## src/hdl/srs_pkg.sv

```systemverilog
// Shared types and codes for the stable descending rank selector.
// No dependencies; imported by srs_ctrl, srs_dpath and the top level.
package srs_pkg;

   localparam int unsigned OP_WIDTH    = 2;
   localparam int unsigned SCORE_WIDTH = 16;
   localparam int unsigned TAG_WIDTH   = 16;
   localparam int unsigned RANK_WIDTH  = 7;

   localparam logic [OP_WIDTH-1:0] OP_CLEAR  = 2'd0;
   localparam logic [OP_WIDTH-1:0] OP_APPEND = 2'd1;
   localparam logic [OP_WIDTH-1:0] OP_QUERY  = 2'd2;

   localparam logic KIND_ANSWER = 1'b0;
   localparam logic KIND_REJECT = 1'b1;

   typedef struct packed {
      logic [SCORE_WIDTH-1:0] score;
      logic [TAG_WIDTH-1:0]   tag;
   } rec_type;

   // controller -> datapath
   typedef struct packed {
      logic accept;
      logic clear;
      logic scan;
      logic qread;
      logic qresp;
      logic reject;
   } cmd_type;

   // datapath -> controller
   typedef struct packed {
      logic full;
      logic ins_done;
   } status_type;

endpackage

```

## src/hdl/srs_ctrl.sv

```systemverilog
// Controller state machine of the rank selector.
// Depends on srs_pkg; drives srs_dpath through cmd_type, watches status_type.
module srs_ctrl (
   input  logic                            clock,
   input  logic                            reset,
   input  logic                            start,
   input  logic [srs_pkg::OP_WIDTH-1:0]    req_opcode,
   input  srs_pkg::status_type             status,
   output srs_pkg::cmd_type                cmd,
   output logic                            busy
);
   import srs_pkg::*;

   localparam logic [2:0] S_IDLE   = 3'd0;
   localparam logic [2:0] S_SCAN   = 3'd1;
   localparam logic [2:0] S_QREAD  = 3'd2;
   localparam logic [2:0] S_QRESP  = 3'd3;
   localparam logic [2:0] S_REJECT = 3'd4;

   logic [2:0] state_ff;
   logic [2:0] state_in;
   logic       accept;

   assign busy   = (state_ff != S_IDLE);
   assign accept = start && !busy;

   always_comb begin
      state_in = state_ff;
      case (state_ff)
         S_IDLE: begin
            if (accept) begin
               case (req_opcode)
                  OP_APPEND: state_in = status.full ? S_REJECT : S_SCAN;
                  OP_QUERY:  state_in = S_QREAD;
                  default:   state_in = S_IDLE;
               endcase
            end
         end
         S_SCAN: begin
            if (status.ins_done) state_in = S_IDLE;
         end
         S_QREAD:  state_in = S_QRESP;
         S_QRESP:  state_in = S_IDLE;
         S_REJECT: state_in = S_IDLE;
         default:  state_in = S_IDLE;
      endcase
   end

   always_ff @(posedge clock) begin
      if (reset) state_ff <= S_IDLE;
      else       state_ff <= state_in;
   end

   always_comb begin
      cmd.accept = accept;
      cmd.clear  = accept && (req_opcode == OP_CLEAR);
      cmd.scan   = (state_ff == S_SCAN);
      cmd.qread  = (state_ff == S_QREAD);
      cmd.qresp  = (state_ff == S_QRESP);
      cmd.reject = (state_ff == S_REJECT);
   end

endmodule

```

## src/hdl/srs_dpath.sv

```systemverilog
// Datapath of the rank selector: record memory, count, insertion scan, result registers.
// Depends on srs_pkg; commanded by srs_ctrl.
module srs_dpath #(
   parameter int unsigned MAX_RECORDS = 64
) (
   input  logic                                   clock,
   input  logic                                   reset,
   input  srs_pkg::cmd_type                       cmd,
   input  logic signed [srs_pkg::SCORE_WIDTH-1:0] req_score,
   input  logic [srs_pkg::TAG_WIDTH-1:0]          req_tag,
   input  logic [srs_pkg::RANK_WIDTH-1:0]         req_rank,
   output srs_pkg::status_type                    status,
   output logic                                   rsp_strobe,
   output logic                                   rsp_kind,
   output logic                                   rsp_error,
   output logic signed [srs_pkg::SCORE_WIDTH-1:0] rsp_found_score,
   output logic [srs_pkg::TAG_WIDTH-1:0]          rsp_found_tag
);
   import srs_pkg::*;

   localparam int unsigned AW = (MAX_RECORDS > 1) ? $clog2(MAX_RECORDS) : 1;
   localparam int unsigned CW = $clog2(MAX_RECORDS + 1);
   localparam int unsigned W  = (CW > RANK_WIDTH) ? CW : RANK_WIDTH;

   rec_type           mem [MAX_RECORDS];
   rec_type           rdata_ff;
   rec_type           key_ff;
   rec_type           wdata;
   logic [AW-1:0]     raddr;
   logic [AW-1:0]     waddr;
   logic              we;

   logic [CW-1:0]     count_ff, count_in;
   logic [CW-1:0]     ptr_ff, ptr_in;
   logic [AW-1:0]     scan_addr_ff, scan_addr_in;
   logic              rvalid_ff, rvalid_in;
   logic [RANK_WIDTH-1:0] rank_ff;

   logic              rsp_strobe_ff, rsp_strobe_in;
   logic              rsp_kind_ff, rsp_kind_in;
   logic              rsp_error_ff, rsp_error_in;
   logic [SCORE_WIDTH-1:0] rsp_score_ff, rsp_score_in;
   logic [TAG_WIDTH-1:0]   rsp_tag_ff, rsp_tag_in;

   logic [W-1:0]      rank_ext;
   logic [W-1:0]      count_ext;
   logic [W-1:0]      qaddr;
   logic [CW-1:0]     ptr_dec;
   logic              less;
   logic              issue;
   logic              ins_done;
   logic              rank_bad;

   assign rank_ext  = W'(rank_ff);
   assign count_ext = W'(count_ff);
   assign qaddr     = rank_ext - 1'b1;
   assign ptr_dec   = ptr_ff - 1'b1;

   // stored record moves down one slot when the new score is strictly higher
   assign less     = $signed(rdata_ff.score) < $signed(key_ff.score);
   assign ins_done = cmd.scan && (rvalid_ff ? !less : (ptr_ff == '0));
   assign issue    = cmd.scan && (ptr_ff != '0) && !ins_done;

   assign we    = cmd.scan && (rvalid_ff || (ptr_ff == '0));
   assign waddr = rvalid_ff ? AW'(scan_addr_ff + 1'b1) : '0;
   assign wdata = (rvalid_ff && less) ? rdata_ff : key_ff;
   assign raddr = cmd.qread ? qaddr[AW-1:0] : ptr_dec[AW-1:0];

   always_ff @(posedge clock) begin
      if (we) mem[waddr] <= wdata;
      rdata_ff <= mem[raddr];
   end

   assign rank_bad = (rank_ext == '0) || (rank_ext > count_ext);

   always_comb begin
      count_in     = count_ff;
      ptr_in       = ptr_ff;
      scan_addr_in = scan_addr_ff;
      rvalid_in    = issue;
      if (cmd.clear)      count_in = '0;
      else if (ins_done)  count_in = count_ff + 1'b1;
      if (cmd.accept)     ptr_in = count_ff;
      else if (issue) begin
         ptr_in       = ptr_dec;
         scan_addr_in = ptr_dec[AW-1:0];
      end

      rsp_strobe_in = cmd.qresp || cmd.reject;
      rsp_kind_in   = cmd.reject ? KIND_REJECT : KIND_ANSWER;
      rsp_error_in  = cmd.reject || rank_bad;
      rsp_score_in  = (cmd.reject || rank_bad) ? '0 : rdata_ff.score;
      rsp_tag_in    = (cmd.reject || rank_bad) ? '0 : rdata_ff.tag;
   end

   always_ff @(posedge clock) begin
      if (reset) begin
         count_ff      <= '0;
         rvalid_ff     <= 1'b0;
         rsp_strobe_ff <= 1'b0;
      end else begin
         count_ff      <= count_in;
         rvalid_ff     <= rvalid_in;
         rsp_strobe_ff <= rsp_strobe_in;
      end
   end

   always_ff @(posedge clock) begin
      ptr_ff       <= ptr_in;
      scan_addr_ff <= scan_addr_in;
      rsp_kind_ff  <= rsp_kind_in;
      rsp_error_ff <= rsp_error_in;
      rsp_score_ff <= rsp_score_in;
      rsp_tag_ff   <= rsp_tag_in;
      if (cmd.accept) begin
         key_ff.score <= req_score;
         key_ff.tag   <= req_tag;
         rank_ff      <= req_rank;
      end
   end

   assign status.full     = (count_ff == CW'(MAX_RECORDS));
   assign status.ins_done = ins_done;

   assign rsp_strobe      = rsp_strobe_ff;
   assign rsp_kind        = rsp_kind_ff;
   assign rsp_error       = rsp_error_ff;
   assign rsp_found_score = rsp_score_ff;
   assign rsp_found_tag   = rsp_tag_ff;

endmodule

```

## src/hdl/stable_descending_rank_select.sv

```systemverilog
// Stable descending rank selector: keeps up to MAX_RECORDS score/tag records
// sorted highest score first, equal scores in arrival order. busy is low only
// when a new transaction can be taken. A clear never raises busy. An append
// holds busy through the SCAN state: the insertion walks the record memory
// (one read and one write port) from the bottom, moving one record down a
// slot per cycle until the new record's place is found. A query holds busy
// through the QREAD and QRESP states and its result shows on rsp_strobe in
// the cycle after QRESP; a rejected append (store full) holds busy through
// the REJECT state and its result follows. Results are never held back: each
// is valid for exactly the one cycle its strobe is high. No memory clearing
// pass is needed after reset.
// Depends on srs_pkg, srs_ctrl and srs_dpath.
module stable_descending_rank_select #(
   parameter int unsigned MAX_RECORDS = 64
) (
   input  logic                                   clock,
   input  logic                                   reset,
   input  logic                                   start,
   output logic                                   busy,
   input  logic [srs_pkg::OP_WIDTH-1:0]           req_opcode,
   input  logic signed [srs_pkg::SCORE_WIDTH-1:0] req_score,
   input  logic [srs_pkg::TAG_WIDTH-1:0]          req_tag,
   input  logic [srs_pkg::RANK_WIDTH-1:0]         req_rank,
   output logic                                   rsp_strobe,
   output logic                                   rsp_kind,
   output logic                                   rsp_error,
   output logic signed [srs_pkg::SCORE_WIDTH-1:0] rsp_found_score,
   output logic [srs_pkg::TAG_WIDTH-1:0]          rsp_found_tag
);
   import srs_pkg::*;

   cmd_type    cmd;
   status_type status;

   srs_ctrl u_ctrl (
      .clock      (clock),
      .reset      (reset),
      .start      (start),
      .req_opcode (req_opcode),
      .status     (status),
      .cmd        (cmd),
      .busy       (busy)
   );

   srs_dpath #(
      .MAX_RECORDS (MAX_RECORDS)
   ) u_dpath (
      .clock           (clock),
      .reset           (reset),
      .cmd             (cmd),
      .req_score       (req_score),
      .req_tag         (req_tag),
      .req_rank        (req_rank),
      .status          (status),
      .rsp_strobe      (rsp_strobe),
      .rsp_kind        (rsp_kind),
      .rsp_error       (rsp_error),
      .rsp_found_score (rsp_found_score),
      .rsp_found_tag   (rsp_found_tag)
   );

   // a reject transaction is always an error
   assert property (@(posedge clock) disable iff (reset)
      rsp_strobe && (rsp_kind == KIND_REJECT) |-> rsp_error)
      else $error("reject without error flag");

   // errored results carry no record
   assert property (@(posedge clock) disable iff (reset)
      rsp_strobe && rsp_error |-> (rsp_found_score == '0) && (rsp_found_tag == '0))
      else $error("error result carries data");

   // a result only follows a busy cycle
   assert property (@(posedge clock) disable iff (reset)
      rsp_strobe |-> $past(busy))
      else $error("result without preceding work");

   // the insertion scan never runs into a full store
   assert property (@(posedge clock) disable iff (reset)
      cmd.scan |-> !status.full)
      else $error("insert scan on full store");

endmodule
```

## config.mk

```make
export PLATFORM = sky130hd
export DESIGN_NAME = stable_descending_rank_select
export DESIGN_NICKNAME = d
export VERILOG_FILES = /design/src/hdl/srs_pkg.sv /design/src/hdl/srs_ctrl.sv /design/src/hdl/srs_dpath.sv /design/src/hdl/stable_descending_rank_select.sv
export SDC_FILE = /design/constraint.sdc
export NUM_CORES = 2
export LEC_CHECK = 0
export CAP_MARGIN = 0
export CORE_ASPECT_RATIO = 1.5
export CORE_MARGIN = 1
export CORE_UTILIZATION = 60
export DETAILED_ROUTE_END_ITERATION = 8
export DONT_BUFFER_PORTS = 1
export GPL_TIMING_DRIVEN = 1
export PLACE_DENSITY = 0.76
export SLEW_MARGIN = 20
export SYNTH_ARGS = -nofsm -noshare
export SYNTH_HDL_FRONTEND = slang
export SYNTH_SLANG_ARGS = --single-unit
```

## constraint.sdc

```tcl
create_clock -name clock -period 5.7 [get_ports clock]
set_input_delay 0.57 -clock clock [delete_from_list [all_inputs] [get_ports clock]]
set_output_delay 0.57 -clock clock [all_outputs]
set_load 0.02 [all_outputs]
```

==> results.md <==
* Via Count at 50475
* Setup TNS at 0 ns
* Layout cells sized above 1 at 11.9%
* Global-route usage over all layers at 31.7%
* Flop pwr share at 49.9%
* RSZ-0062 raised after global routing: no
* Die Wd at 309 um
* Reg2Reg Depth at 9
* Max Clk Rate at 0.213 GHz
* Post-Layout Inst Area at 94400 um2
* Most frequent cell after synthesis: edfxtp_1
* Synth Cell Area at 84800 um2
* Syn Nets at 5528
* Multiplexer share of the synthesized area at 8.14%
* Area Overhead vs Synth at 11.3%
* Port bufs at 0
* Final Cycle Share at 82.4%
* HPWL after DPL at 128000 um
* Initial cell density of the core at 60.6%
* FF-to-FF Start: u_ctrl.state_ff[1]
* Vias in the first global route at 49265
* Internal power at 26.6 mW
* Drt pass-1 iters at 9
* Layout net count at 5605
* Net Switching at 10.0 mW
* Worst Path Max Fanout at 47
* Drt drc at 0
* Final WL at 228000 um
* Synth top area cells: edfxtp_1 (74%), nand2_1 (5.1%), mux2i_1 (4.1%)
* Post-Synthesis Cells at 5453
* Placement Rows at 168
* First-pass GRT wire length at 326000 um
* CTS Buf Count at 180
* Logic pwr share at 16.5%
* Hold Path End: u_ctrl.state_ff[1]
* Crit path time final at 4.70 ns
* Compound-gate portion of the synthesized area at 3.16%
* Critical Path AT at 5.35 ns
* Largest family of logic cells by synthesized area: simple AND/OR/NAND/NOR gates
* Worst-Skew Late Latency at 0.83 ns
* Top cell type's share of synthesized area at 74.4%
* R2r setup slk at 1.00 ns
* Sw Share at 27.4%
* Max cap viols at 0
* CP startpoint kind: register
* Hold slack final at 0.110 ns
* Top Ports at 80
* Area post-placement at 88100 um2
* Status: complete, no violations
* Post-synth EDFFs at 2100
* Slew @ Worst Pin at 1.16 ns
* Clk_skew at 0.0316 ns
* DIE HEIGHT at 462 um
* Top_reg_cell synth: edfxtp_1
* # setup viols final at 0
* DRT iter0 DRCs at 7257
* Post-route ant nets at 0
* Post-synth top cells: edfxtp_1 (2100), nand2_1 (1143), nand3_1 (596)
* Clock buffer depth at 3
* Cell taking the most area after synthesis: edfxtp_1
* Leakage at 31.8 nW
* Hold path depth at 3
* Wire length per cell at 30.1 um
* Synth Register Bits at 2178
* Clock-pin transition on the worst setup and hold timing paths at 0.07 ns
* Largest net degree at the start of global routing at 127
* Fillers at 8887
* Yosys cell types at 58
* Hold Path Class: input pin to register
* Core Region at 140000 um2
* Worst Hold Launch: req_opcode[1]
* Pwr Density at 389 nW/um2
* Sequential area share after synthesis at 76.2%
* Simple-Gate Fraction of Synth Area at 10.2%
* Clk pwr share at 33.6%
* Post-Synth XOR/XNOR Area at 0.0929%
* CP endpoint kind: register
* CTS tree: built
* Layout Utilization at 67.4%
* Die area at 143000 um2
* WP data required at 6.35 ns
* Critical path type: register to register
* Synth Area per Inst at 15.6 um2
* Final hold violation count at 0
* DR vias/cell at 6.68
* Critical R2R Capture: u_dpath.rdata_ff[30]
* Max_slew headroom at 22.6%
* Clock Sinks at 2178
* Worst vdd ir at 399 uV
* YS warnings at 0
* Initial antenna violation count at 12
* Synth Area in Adders at 0.457%
* Ys async rst share at 0%
* Setup bufs post-CTS at 0
* Total grt overflow at 0
* Clk Tree Root Cell: clkbuf_16
* Power, Total at 36.7 mW
* Slew Limit Fails at 0
* Placer congestion estimate at 0.897
* H-tree levels at 4
## state kept, by name, summed over array words and instances (netlist names)
| signal | flops |
|---|---|
| u_dpath.rdata_ff | 32 |
| u_ctrl.state_ff | 3 |
| u_dpath.key_ff | 32 |
| u_dpath.rsp_found_tag | 16 |
| u_dpath.rsp_kind | 1 |
| u_dpath.scan_addr_ff | 6 |
| u_dpath.mem | 2048 |
| u_dpath.rank_ext | 7 |
| u_dpath.count_ext | 7 |
| u_dpath.rsp_error | 1 |
| u_dpath.rvalid_ff | 1 |
| u_dpath.ptr_ff | 7 |
| u_dpath.rsp_strobe | 1 |
| u_dpath.rsp_found_score | 16 |
## placed cells by master (no fill, tap or decap), types with 33 or more instances in the layout
cell / synthesis / final
mux4_2: 98 / 98
edfxtp_1: 2100 / 2100
buf_4: 4 / 142
nor2_4: 0 / 68
nand2_1: 1143 / 1137
inv_1: 39 / 39
nand3_1: 596 / 596
nand4_1: 50 / 50
mux2_2: 65 / 48
mux2i_1: 350 / 349
dfxtp_1: 78 / 78
a22oi_1: 55 / 55
a21oi_1: 86 / 85
and2_1: 34 / 33
or4_1: 35 / 35
a32oi_1: 110 / 110
clkbuf_1: 195 / 49
clkbuf_16: 0 / 184
dlygate4sd3_1: 0 / 41
## power groups by stage
stage               clock network, mW  logic (mW)  registers [mW]
floorplan                           0        3.76            18.4
global route                     12.9        6.35            18.3
detailed placement                  0        5.84            18.6
finish                           12.3        6.05            18.3
global placement                    0        5.71            18.6
CTS                              12.3        5.92            18.3
## worst max-delay path, cell delays in order, from the launching register on
cell and delay (ns):
dfxtp_1 0.44, nor4bb_1 0.78, a21o_4 0.78, buf_12 0.36, buf_4 0.52, mux2i_1 0.27
mux2i_1 0.10, mux2_2 0.28, a21oi_1 0.33, or4b_1 0.60
## metrics by stage
step                      worst slack, ns  cells
final                                1.00   7559
after global routing                0.816   7557
after CTS                            1.09   7552
after detailed placement             1.12   7176
after global placement               1.25   7176
after floorplan                      2.23   5453
## cells by family after synthesis
group	after synthesis
fa+ha+maj	31
compound gates	360
mux	531
xor+xnor	9
simple gates	1993
flops	2178
buf+inv	351
## worst max path at each step
| stage | startpoint | slack [ns] | depth (start not counted) | endpoint |
|---|---|---|---|---|
| after floorplan | u_dpath.ptr_ff[3] | 2.23 | 5 | u_dpath.mem[32][0] |
| after global placement | u_ctrl.state_ff[1] | 1.25 | 9 | u_dpath.rdata_ff[30] |
| after detailed placement | u_ctrl.state_ff[1] | 1.12 | 9 | u_dpath.rdata_ff[30] |
| after CTS | u_ctrl.state_ff[1] | 1.09 | 9 | u_dpath.rdata_ff[30] |
| after global routing | u_ctrl.state_ff[1] | 0.82 | 9 | u_dpath.rdata_ff[30] |
| final | u_ctrl.state_ff[1] | 1.00 | 9 | u_dpath.rdata_ff[30] |
## per-layer routing
layer | GRT usage (%) | wire length, um
met1 | 40.1 | 78500
met2 | 51.9 | 112000
met3 | 6.24 | 24900
met4 | 16.7 | 12900
met5 | 0 | 66
## what timing repair did
item / 4_1_cts / 5_1_grt
gates resized for setup: 0 / 0
endpoints found under the hold margin: 49 / 0
hold buffers: 41 / 0
## layout make-up
class / instances / area (um2) / area share [%]
Inverter: 39 / 146 / 0.155
Tap cell: 1870 / 2340 / 2.48
Clock inverter: 87 / 811 / 0.859
Clock buffer: 248 / 4990 / 5.29
Antenna cell: 6 / 15.0 / 0.0159
Multi-Input combinational cell: 2924 / 19500 / 20.6
Timing Repair Buffer: 207 / 1950 / 2.06
Sequential cell: 2178 / 64600 / 68.5
No activity file was read; power rests on OpenSTA's default activity.
